==> config.mk <==
export PLATFORM = sky130hd
export DESIGN_NAME = mrp_geom_unit
export DESIGN_NICKNAME = d
export VERILOG_FILES = /design/src/design/maxrects_rectangle_packer_assert.svh /design/src/design/mrp_pkg.sv /design/src/design/mrp_geom_unit.sv
export SDC_FILE = /design/constraint.sdc
export NUM_CORES = 1
export LEC_CHECK = 0
export BUFFER_PORTS_ARGS = -buffer_cell sky130_fd_sc_hd__buf_2
export CORE_MARGIN = 4
export CORE_UTILIZATION = 55
export DETAILED_ROUTE_END_ITERATION = 12
export MAX_ROUTING_LAYER = met4
export PLACE_DENSITY = 0.77
export RECOVER_POWER = 25
export SYNTH_ARGS = -nofsm -noshare
export SYNTH_HDL_FRONTEND = slang
export SYNTH_SLANG_ARGS = --single-unit
==> constraint.sdc <==
create_clock -name vclk -period 6
set_input_delay 0.3 -clock vclk [all_inputs]
set_output_delay 0.3 -clock vclk [all_outputs]
set_load 0.03 [all_outputs]
==> src/design/maxrects_rectangle_packer_assert.svh <==
// Assertion macros for the rectangle packer.
`ifndef MAXRECTS_RECTANGLE_PACKER_ASSERT_SVH
`define MAXRECTS_RECTANGLE_PACKER_ASSERT_SVH
`ifndef SYNTH
`define MRP_ASSERT(name, clk, rst, expr) \
  name: assert property (@(posedge clk) disable iff (rst) (expr)) \
    else $error("packer check failed");
`define MRP_ASSERT_IMP(name, clk, rst, ante, cons) \
  name: assert property (@(posedge clk) disable iff (rst) (ante) |-> (cons)) \
    else $error("packer implication failed");
`else
`define MRP_ASSERT(name, clk, rst, expr)
`define MRP_ASSERT_IMP(name, clk, rst, ante, cons)
`endif
`endif

==> src/design/mrp_pkg.sv <==
// Shared types and constants of the rectangle packer.
package mrp_pkg;

  typedef logic [0:0] cfg_index_t;

  localparam cfg_index_t CFG_BIN_WIDTH  = 1'd0;
  localparam cfg_index_t CFG_BIN_HEIGHT = 1'd1;

  localparam int BIN_RESET = 1024;

  localparam logic [1:0] ST_OK    = 2'd0;
  localparam logic [1:0] ST_NOFIT = 2'd1;
  localparam logic [1:0] ST_CAP   = 2'd2;

  typedef struct packed {
    logic fit_ok;
    logic overlap;
    logic holds;
  } geom_flags_t;

endpackage

==> src/design/mrp_geom_unit.sv <==
// Shared geometry unit: short-side fit score, overlap and containment tests.
module mrp_geom_unit #(
  parameter int CB = 16
) (
  input  logic [4*CB-1:0]      box_a,
  input  logic [4*CB-1:0]      box_b,
  output logic signed [CB:0]   score,
  output mrp_pkg::geom_flags_t flags
);
  import mrp_pkg::*;

  logic [CB-1:0] ax, ay, aw, ah, bx, by, bw, bh;
  logic [CB:0] ar, at, br, bt;
  logic signed [CB:0] dw, dh;

  assign {ax, ay, aw, ah} = box_a;
  assign {bx, by, bw, bh} = box_b;
  assign ar = {1'b0, ax} + {1'b0, aw};
  assign at = {1'b0, ay} + {1'b0, ah};
  assign br = {1'b0, bx} + {1'b0, bw};
  assign bt = {1'b0, by} + {1'b0, bh};
  assign dw = $signed({1'b0, aw}) - $signed({1'b0, bw});
  assign dh = $signed({1'b0, ah}) - $signed({1'b0, bh});
  assign score = (dw < dh) ? dw : dh;

  always_comb begin
    flags.fit_ok  = (score >= 0);
    flags.overlap = !((bx >= ar) || (by >= at) || (ax >= br) || (ay >= bt));
    flags.holds   = (bx >= ax) && (by >= ay) && (br <= ar) && (bt <= at);
  end

endmodule

**Word level (Yosys, flattened, before mapping)**

Cells that the tools add are included.
W data, S select, Z words.

- $add $sub $neg: 6
- Eq/ne operators: 0
- Shift operators: 0
- Reduce and logical (&&, ||, !) cells: 7
- Magnitude comparators: 10
- Multiply operators: 0
- Div/mod/pow operators: 0
- Mux-type cells: 1
- Bitwise operators: 0

Operators by type and width:

| kind | number |
|---|---|
| $add A16 B16 Y17 | 4 |
| $ge A16 B17 Y1 | 4 |
| $le A17 B17 Y1 | 2 |
| $sub A16 B16 Y17 | 2 |
| $ge A16 B16 Y1 | 2 |
| $ge A17 B1 Y1 const B | 1 |
| $lt A17 B17 Y1 | 1 |
| $mux W17 | 1 |
| $logic_and A1 B1 Y1 | 3 |
| $logic_or A1 B1 Y1 | 3 |
| $logic_not A1 Y1 | 1 |

- Word-level logic and storage cells: 24
- Bits in read-only memories: 0
- Memories: 0
- Latch bits: 0
- Memory bits (writable): 0
- Bits of input ports: 128
- Bits in registers: 0
- Output and inout port bits: 20

**Longest topological paths before layout**

Gate-level depths: netlist (run 1).

- Depth in word-level cells: 6
- Depth in mapped cells: 23
- Gate-level depth less buffers: 22

**Least setup slack after synthesis (run 1)**

OpenSTA, ideal clock, no wires.

- Path kind: in2out
- Start: input port box_a[0]
- End: output port score[0]
- Path buffers: 1
- Stages: 20
- Arrival: 4.425 ns
- Slack: 1.275 ns
- Data required time: 5.700 ns
- Path through: inv_1 -> ha_1 -> inv_1 -> fa_1 -> a21o_1 -> a21o_1 -> a21oi_1 -> o21ai_0 -> a211oi_1 -> xor2_1 -> ha_1 -> a21o_1 -> a21oi_1 -> nor2b_1 -> o21ai_0 -> a211oi_1 -> a211oi_1 -> mux2i_1 -> clkbuf_1 -> mux2i_1

- Cells in the longest elaborated chain, start to end: 3

RTL lines:

| item | line | RTL |
|---|---|---|
| start, declared | mrp_geom_unit.sv:5 | `input logic [4*CB-1:0] box_a,` |
| $sub A16 B16 Y17 (*) | mrp_geom_unit.sv:23 | `assign dh = $signed({1'b0, ah}) - $signed({1'b0, bh});` |
| $lt A17 B17 Y1 | mrp_geom_unit.sv:24 | `assign score = (dw < dh) ? dw : dh;` |
| $mux W17 (*) | mrp_geom_unit.sv:24 |  |
| end, declared | mrp_geom_unit.sv:7 | `output logic signed [CB:0] score,` |

Every way passes the cells marked *; elsewhere a longest branch is shown, timed or not.

**Final worst setup path (run 1)**

- Start: input port box_a[0]
- End: output port score[8]

Same word-level chain as after synthesis.

==> results.sh, run 1 <==
export IMPL_status="completed"
export IMPL_grt_util_all_layers_pct=26.7
export IMPL_drt_pre_antenna_iters=5
export IMPL_grt_first_pass_wirelength_um=35200
export IMPL_finalWirelength_um=21600
export IMPL_seqCellArea_sq_um=0
export IMPL_tightest_slew_ns=0.763
export IMPL_cts_hold_buf=0
export IMPL_drive_above_1_share_pct=13.5
export IMPL_timing_final_crit_share_pct=88.6
export IMPL_leakage_nw=4.82
export IMPL_end_kind="primary output"
export IMPL_design_seq_count=0
export IMPL_slew_limit_headroom_pct=48.4
export IMPL_chipHeight_um=127
export IMPL_viasPerCell=5.83
export IMPL_p_switching_mw=0.868
export IMPL_mostFrequentLayoutCells="ha_1 (236), buf_2 (144), inv_1 (135)"
export IMPL_maxCapViolCount=0
export IMPL_critical_path_max_stage_delay_ns=0.51
export IMPL_num_vias=7969
export IMPL_critical_path_buf_inv_count=5
export IMPL_cp_depth=20
export IMPL_gp_congestion=0.965
export IMPL_num_fill_cells=1337
export IMPL_synth_top_area_share_pct=38.0
export IMPL_diodes=0
export IMPL_peakVddDrop_uv=97.4
export IMPL_netlist_top_cell_by_area="ha_1"
export IMPL_yosys_warnings=0
export IMPL_syn_area_per_cell_sq_um=7.44
export IMPL_clkPwrFrac_pct=0
export IMPL_critPathRequiredTime_ns=5.70
export IMPL_die_w_um=127
export IMPL_cpLargestDelayFamily="compound AO/OA/AOI/OAI gates"
export IMPL_clkbuf_count=0
export IMPL_antenna_found_initial=0
export IMPL_final_common_cell="ha_1"
export IMPL_grt_pass1_vias=7818
export IMPL_layout_nets=1559
export IMPL_synth_nets=1415
export IMPL_drv_slew=0
export IMPL_rows=43
export IMPL_synthDistinctLibCells=63
export IMPL_grt_max_degree=31
export IMPL_syn_cell_area_sq_mm=0.00777
export IMPL_postLayoutCoreUtil_pct=62.8
export IMPL_cpMaxStageDelayCell="o21ai_0"
export IMPL_dp_hpwl_um=19700
export IMPL_min_period_ns=5.32
export IMPL_worstSetupPathType="input pin to primary output"
export IMPL_cts_setup_buffers=0
export IMPL_setup_viol=0
export IMPL_rsz0062_at_grt="no"
export IMPL_drc=0
export IMPL_ant_nets=0
export IMPL_p_comb_share_pct=100.0
export IMPL_crit_start="box_a[0]"
export IMPL_overflow=0
export IMPL_drt_iter0_drc=302
export IMPL_critPathLaunchType="input pin"
export IMPL_intPower_mw=0.587
export IMPL_pin_count=148
export IMPL_initial_core_util_pct=56.0
export IMPL_post_synth_inst_count=1045
export IMPL_cts_resized=0
export IMPL_swShare_pct=59.6
export IMPL_setup_tns_ns=0
export IMPL_port_buffers=148
export IMPL_finalHoldViolCount=0
export IMPL_fmax_ghz=0.188
export IMPL_hp_class="input pin to primary output"
export IMPL_worst_ep_arrival_time_ns=5.02
export IMPL_ys_seq_area_share_pct=0
export IMPL_power_density_mw_per_mm2=167
export IMPL_seqPwrFrac_pct=0
export IMPL_cp_max_fo=30
export IMPL_wl_per_cell_um=15.8
export IMPL_cp_endpoint="score[8]"
export IMPL_crit_chain="buf_2 -> inv_1 -> ha_1 -> inv_1 -> fa_1 -> a21o_1 -> a21o_1 -> a21oi_1 -> o21ai_0 -> a211o_1 -> and2_1 -> a311o_1 -> ha_1 -> nand2_1 -> nor4_1 -> a211oi_1 -> mux2i_2 -> clkbuf_2 -> o21ai_0 -> buf_2"
export IMPL_core_area_sq_mm=0.0139
export IMPL_syn_to_final_growth_pct=12.1
export IMPL_die_area_sq_mm=0.0161
export IMPL_multi_input_area_sq_mm=0.00725
export IMPL_yosys_top_cells_area="ha_1 (38%), inv_1 (6.5%), xnor2_1 (5.6%)"
stage by stage:
| step | std cells | total power [mW] | hold WS, ns | cell area (sq um) | worst slack (ns) |
|---|---|---|---|---|---|
| final | 1367 | 1.45 | 1.08 | 8720 | 0.685 |
| after detailed placement | 1367 | 1.45 | 1.08 | 8730 | 0.942 |
| after global routing | 1367 | 1.64 | 1.11 | 8720 | 0.342 |
| after global placement | 1367 | 1.43 | 1.08 | 8730 | 0.980 |
| after CTS | 1367 | 1.46 | 1.08 | 8730 | 0.938 |
| after floorplan | 1045 | 1.06 | 0.915 | 7770 | 1.27 |
cell families (layout without fill, tap and decap cells):
logic type,Yosys count,in the layout,synth area share (%)
buffers and inverters,142,284,6.86
AO/OA/AOI/OAI,319,319,27.3
adder cells (fa/ha/maj),243,243,39.7
XOR/XNOR,83,83,9.35
multiplexers,7,7,0.901
AND/OR/NAND/NOR,251,251,15.9
cell type report:
| cell class | instances | area share [%] |
|---|---|---|
| multi-input combinational | 903 | 83.1 |
| timing repair buffer | 149 | 8.50 |
| inverter | 135 | 5.81 |
| tap | 180 | 2.58 |
synthesized netlist by cell type (7+ instances only):
master	instances
mux2i_1	7
a31oi_1	11
nand2_1	50
a2111oi_0	8
o21a_1	18
xnor2_1	50
a211oi_1	13
clkbuf_1	7
nor4_1	8
nor2b_1	16
inv_1	135
nor3_1	22
nand2b_1	14
nor2_1	69
ha_1	236
a21o_1	57
xor2_1	33
a21oi_1	82
o21ai_0	64
nand4_1	15
o211ai_1	11
o21bai_1	9
nand3_1	29
worst min-delay path by stage:
stage          startpoint  endpoint  slack (ns)  cells after the start
2_1_floorplan    box_b[0]  score[0]        0.91                      2
3_3_place_gp    box_b[16]  score[0]        1.08                      4
3_5_place_dp    box_b[16]  score[0]        1.08                      4
4_1_cts         box_b[16]  score[0]        1.08                      4
5_1_grt         box_b[16]  score[0]        1.11                      4
6_report        box_b[16]  score[0]        1.08                      4
power groups by stage:
| stage | logic (mW) | clock network (mW) | registers (mW) |
|---|---|---|---|
| 6_report | 1.45 | 0 | 0 |
| 5_1_grt | 1.64 | 0 | 0 |
| 4_1_cts | 1.46 | 0 | 0 |
| 3_5_place_dp | 1.45 | 0 | 0 |
| 3_3_place_gp | 1.43 | 0 | 0 |
| 2_1_floorplan | 1.06 | 0 | 0 |
metal layers:
metal	vias up	part of all wire, %	global-route usage [%]
met5	-	0	-
met3	30	4.2	0.800
met1	3648	44	32.7
li1	4121	-	-
met4	0	2.0	4.54
met2	170	50	49.4
Power figures use the tool's default switching activity.
==> inputs of run 2 (changes only) <==
--- a/config.mk
+++ b/config.mk
@@ -5,6 +5,7 @@
 export SDC_FILE = /design/constraint.sdc
 export NUM_CORES = 1
 export LEC_CHECK = 0
+export ABC_AREA = 1
 export BUFFER_PORTS_ARGS = -buffer_cell sky130_fd_sc_hd__buf_2
 export CORE_MARGIN = 4
 export CORE_UTILIZATION = 55
==> constraint.sdc (replaced) <==
create_clock -name vclk -period 6
set_input_delay 0.3 -clock vclk [all_inputs]
set_output_delay 0.3 -clock vclk [all_outputs]
set_load 0.1 [all_outputs]
==> run 2 against run 1 <==
  * Fmax is 7.4% higher
  * Combinational power is 32% higher
  * Critical path depth is 1 lower
  * Utilization is 0.38 points higher
  * Via count is 9.2% higher
  * Highest routed layer unchanged
==> results.sh, run 2 <==
export IMPL_ys_seq_area_share_pct=0
export IMPL_cts_hold_buf=0
export IMPL_min_period_ns=4.95
export IMPL_cpMaxStageDelayCell="clkbuf_1"
export IMPL_drt_iter0_drc=736
export IMPL_grt_max_degree=21
export IMPL_leakage_nw=5.44
export IMPL_netlist_top_cell_by_area="ha_1"
export IMPL_drt_pre_antenna_iters=7
export IMPL_synth_most_common_cell="nand2_1"
export IMPL_drc=0
export IMPL_yosys_top_cells_area="ha_1 (35%), nand2_1 (13%), inv_1 (9.8%)"
export IMPL_syn_area_per_cell_sq_um=6.43
export IMPL_power_density_mw_per_mm2=206
export IMPL_dp_cells=1625
export IMPL_synthDistinctLibCells=49
export IMPL_post_synth_inst_count=1295
export IMPL_die_w_um=131
export IMPL_critPathLaunchType="input pin"
export IMPL_syn_cell_area_sq_mm=0.00833
export IMPL_crit_start="box_b[16]"
export IMPL_end_kind="primary output"
export IMPL_met1_usage_pct=43.2
export IMPL_ant_nets=0
export IMPL_crit_chain="buf_2 -> ha_1 -> fa_1 -> a21oi_1 -> o21bai_1 -> a21oi_1 -> o21bai_1 -> xor2_1 -> inv_1 -> ha_1 -> nand2_1 -> nor3_1 -> nand3_1 -> nor3_1 -> nand4_1 -> nand2_1 -> nand2_1 -> nor2_1 -> clkbuf_1"
export IMPL_finalWirelength_um=23900
export IMPL_rows=44
export IMPL_dp_hpwl_um=21800
export IMPL_syn_to_final_growth_pct=11.5
export IMPL_hold_start="box_b[0]"
export IMPL_grt_pass1_vias=7685
export IMPL_drive_above_1_share_pct=14.2
export IMPL_initial_core_util_pct=56.7
export IMPL_num_vias=8704
export IMPL_mostFrequentLayoutCells="nand2_1 (280), ha_1 (236), inv_1 (218)"
export IMPL_cp_max_fo=4
export IMPL_peakVddDrop_uv=581
export IMPL_critical_path_max_stage_delay_ns=0.87
export IMPL_cts_resized=0
export IMPL_use_met3_pct=2.71
export IMPL_critPathRequiredTime_ns=5.70
export IMPL_setup_tns_ns=0
export IMPL_diodes=0
export IMPL_cts_setup_buffers=0
export IMPL_busiest_layer="met1"
export IMPL_status="completed"
export IMPL_slew_limit_headroom_pct=21.9
export IMPL_gr_usage_met2_pct=38.4
export IMPL_tightest_slew_ns=1.18
export IMPL_rsz0062_at_grt="no"
export IMPL_layout_nets=1813
export IMPL_total_power_mw=1.91
export IMPL_worstSetupPathType="input pin to primary output"
export IMPL_cpLargestDelayFamily="simple AND/OR/NAND/NOR gates"
export IMPL_antenna_found_initial=0
export IMPL_worst_ep_arrival_time_ns=4.65
export IMPL_clkbuf_count=0
export IMPL_viasPerCell=5.36
export IMPL_chipHeight_um=131
export IMPL_grt_util_all_layers_pct=27.5
export IMPL_final_common_cell="nand2_1"
export IMPL_grt_first_pass_wirelength_um=37400
export IMPL_hp_class="input pin to primary output"
export IMPL_synth_nets=1665
export IMPL_port_buffers=148
export IMPL_critical_path_buf_inv_count=3
export IMPL_finalHoldViolCount=0
export IMPL_maxCapViolCount=0
export IMPL_yosys_warnings=0
export IMPL_synth_top_area_share_pct=35.4
export IMPL_synth_common_cells="nand2_1 (280), ha_1 (236), inv_1 (218)"
export IMPL_gp_congestion=0.957
export IMPL_timing_final_crit_share_pct=82.4
export IMPL_die_area_sq_mm=0.0172
export IMPL_design_seq_count=0
export IMPL_core_area_sq_mm=0.0147
export IMPL_fin_cells=1625
export IMPL_cp_common_cell="nand2_1"
export IMPL_seqCellArea_sq_um=0
export IMPL_wl_per_cell_um=14.7
export IMPL_fmax_ghz=0.202
export IMPL_setup_viol=0
export IMPL_num_fill_cells=1479
export IMPL_drv_slew=0
export IMPL_pin_count=148
export IMPL_overflow=0
[run 2: cell types whose count changed in the layout (fill, tap and decap cells not counted), sizes merged, moves of 26 or more]
cell,delta
xnor2,-26
nand2,+245
a21o,-50
nand3,+37
inv,+85
a21oi,+62
[run 2: layout make-up]
class | count | area, sq um | share of cell area [%]
inverters | 220 | 826 | 8.89
multi-input cells | 1072 | 7490 | 80.6
well taps | 184 | 230 | 2.48
repair buffers | 149 | 742 | 7.99
[run 2: routing by layer]
metal | vias up | routed length [um]
met5 | - | 0
met4 | 0 | 296
met3 | 18 | 1700
met2 | 285 | 9360
met1 | 3709 | 12500
li1 | 4692 | -
[run 2: metrics by stage]
stage	instance area [sq um]	hold WS, ns	util (%)	setup WS (ns)
detailed placement	9290	1.31	63.2	1.24
floorplan	8330	1.23	-	0.575
global placement	9290	1.32	63.2	1.34
global route	9290	1.36	63.2	0.599
finish	9290	1.33	63.2	1.05
CTS	9290	1.31	63.2	1.22
[run 2: cells by family (layout without fill, tap and decap cells)]
group                    count (synthesis)  count (layout)  synth area share (%)
buffers and inverters                  223             369                  10.1
XOR/XNOR                                74              74                  7.78
AO/OA/AOI/OAI                          266             266                  19.3
AND/OR/NAND/NOR                        490             490                  26.0
adder cells (fa/ha/maj)                242             242                  36.9
[run 2: path summary, 6_finish.rpt]
path | depth (start not counted) | slack, ns | to
hold / removal | 4 | 1.33 | score[0]
setup / recovery | 19 | 1.05 | flags[0]
[run 2: where the power goes]
part | switching [mW] | total, mW | leakage [nW] | internal [mW]
clock | 0 | 0 | 0 | 0
combinational | 1.35 | 1.91 | 5.44 | 0.555
sequential | 0 | 0 | 0 | 0
total | 1.35 | 1.91 | 5.44 | 0.555
==> inputs of run 3 (changes only) <==
==> constraint.sdc (replaced) <==
create_clock -name vclk -period 4.57
set_input_delay 0.2285 -clock vclk [all_inputs]
set_output_delay 0.2285 -clock vclk [all_outputs]
set_load 0.1 [all_outputs]
==> run 3 against run 2 <==
  * Wire length grew 1.2%
  * Die area did not move
  * Worst hold slack got worse by 0.19 ns
  * Largest cell class unchanged
  * Highest routed layer unchanged
==> results.sh, run 3 (synthesis gave the netlist of run 2 again) <==
export IMPL_gp_congestion=0.935
export IMPL_postLayoutCoreUtil_pct=65.1
export IMPL_fmax_ghz=0.233
export IMPL_port_buffers=148
export IMPL_wl_per_cell_um=14.8
export IMPL_drv_slew=0
export IMPL_cts_setup_buffers=0
export IMPL_cts_resized=0
export IMPL_die_area_sq_mm=0.0172
export IMPL_grt_pass1_vias=7809
export IMPL_design_seq_count=0
export IMPL_critPathLaunchType="input pin"
export IMPL_end_kind="primary output"
export IMPL_die_w_um=131
export IMPL_layout_nets=1815
export IMPL_diodes=0
export IMPL_finalWirelength_um=24100
export IMPL_status="completed"
export IMPL_drt_iter0_drc=645
export IMPL_clkbuf_count=0
export IMPL_rsz0062_at_grt="yes"
export IMPL_maxCapViolCount=0
export IMPL_peakVddDrop_uv=822
export IMPL_mostFrequentLayoutCells="nand2_1 (280), ha_1 (236), inv_1 (218)"
export IMPL_drt_pre_antenna_iters=5
export IMPL_power_density_mw_per_mm2=294
export IMPL_seqCellArea_sq_um=0
export IMPL_grt_max_degree=19
export IMPL_core_area_sq_mm=0.0147
export IMPL_leakage_nw=5.55
export IMPL_initial_core_util_pct=56.7
export IMPL_antenna_found_initial=0
export IMPL_tightest_slew_ns=0.554
export IMPL_cp_endpoint="score[5]"
export IMPL_min_period_ns=4.28
export IMPL_worstSetupPathType="input pin to primary output"
export IMPL_ant_nets=0
export IMPL_worst_ep_arrival_time_ns=4.05
export IMPL_timing_final_crit_share_pct=93.7
export IMPL_pin_count=148
export IMPL_crit_start="box_a[16]"
export IMPL_viasPerCell=5.45
export IMPL_syn_to_final_growth_pct=14.9
export IMPL_hp_class="input pin to primary output"
export IMPL_rows=44
export IMPL_slew_limit_headroom_pct=63.2
export IMPL_critPathRequiredTime_ns=4.34
export IMPL_cts_hold_buf=0
export IMPL_finalHoldViolCount=0
export IMPL_drc=0
export IMPL_setup_viol=0
export IMPL_grt_util_all_layers_pct=27.6
export IMPL_setup_tns_ns=0
export IMPL_final_common_cell="nand2_1"
export IMPL_dp_hpwl_um=22000
export IMPL_drive_above_1_share_pct=14.8
export IMPL_overflow=0
export IMPL_cp_max_fo=18
export IMPL_total_power_mw=2.82
export IMPL_grt_first_pass_wirelength_um=37600
export IMPL_chipHeight_um=131
export IMPL_num_vias=8870
## run 3: changes by cell type in the layout (fill, tap and decap cells not counted), sizes merged
cell / before / now
buf: 144 / 150
clkbuf: 5 / 1
## run 3: how the worst min path moves through the flow
stage	from	end	slack (ns)	cells after the start
final	box_a[15]	score[15]	1.13	6
after floorplan	box_b[43]	flags[1]	1.08	5
after detailed placement	box_a[15]	score[15]	1.13	6
after global placement	box_a[15]	score[15]	1.14	6
after global routing	box_b[0]	score[0]	1.16	4
after CTS	box_b[0]	score[0]	1.14	4
## run 3: per-stage QoR
step	hold WS [ns]	cell area [sq um]	std cells	setup slack, ns
CTS	1.14	9560	1627	0.276
finish	1.13	9570	1627	0.287
floorplan	1.08	8330	1295	-0.712
global placement	1.14	9560	1627	0.485
global route	1.16	9570	1627	-0.0239
detailed placement	1.13	9560	1627	0.304
## run 3: layout make-up
type / count / area [sq um]
repair buffers: 151 / 1020
inverters: 220 / 826
fillers: 1417 / 5130
multi-input cells: 1072 / 7500
well taps: 184 / 230
## run 3: metal layers
metal	vias up	wire length [um]	global-route usage (%)
met5	-	0	-
met4	0	433	4.17
met3	32	1690	2.23
met2	314	9440	39.9
met1	3828	12600	42.4
li1	4696	-	-
## run 3: critical path: stages
cell and delay, ns:
buf_2 0.10, inv_1 0.05, ha_1 0.16, inv_1 0.06, fa_1 0.39, a21oi_1 0.20, o21ai_2 0.10, nand2_1 0.07
nand2_1 0.10, a21oi_2 0.21, nor3_2 0.08, o21ai_0 0.17, o211a_1 0.24, ha_1 0.29, nand2_1 0.09, inv_1 0.05
nand3_1 0.10, inv_1 0.05, a21oi_1 0.19, nand3_1 0.16, nand2_1 0.09, nand2_1 0.07, buf_4 0.20, o21ai_0 0.35
buf_12 0.23
## run 3: power by group
part	total [mW]	leakage [nW]	switching, mW	internal (mW)
clock network	0	0	0	0
logic	2.82	5.55	1.83	0.984
registers	0	0	0	0
total	2.82	5.55	1.83	0.984
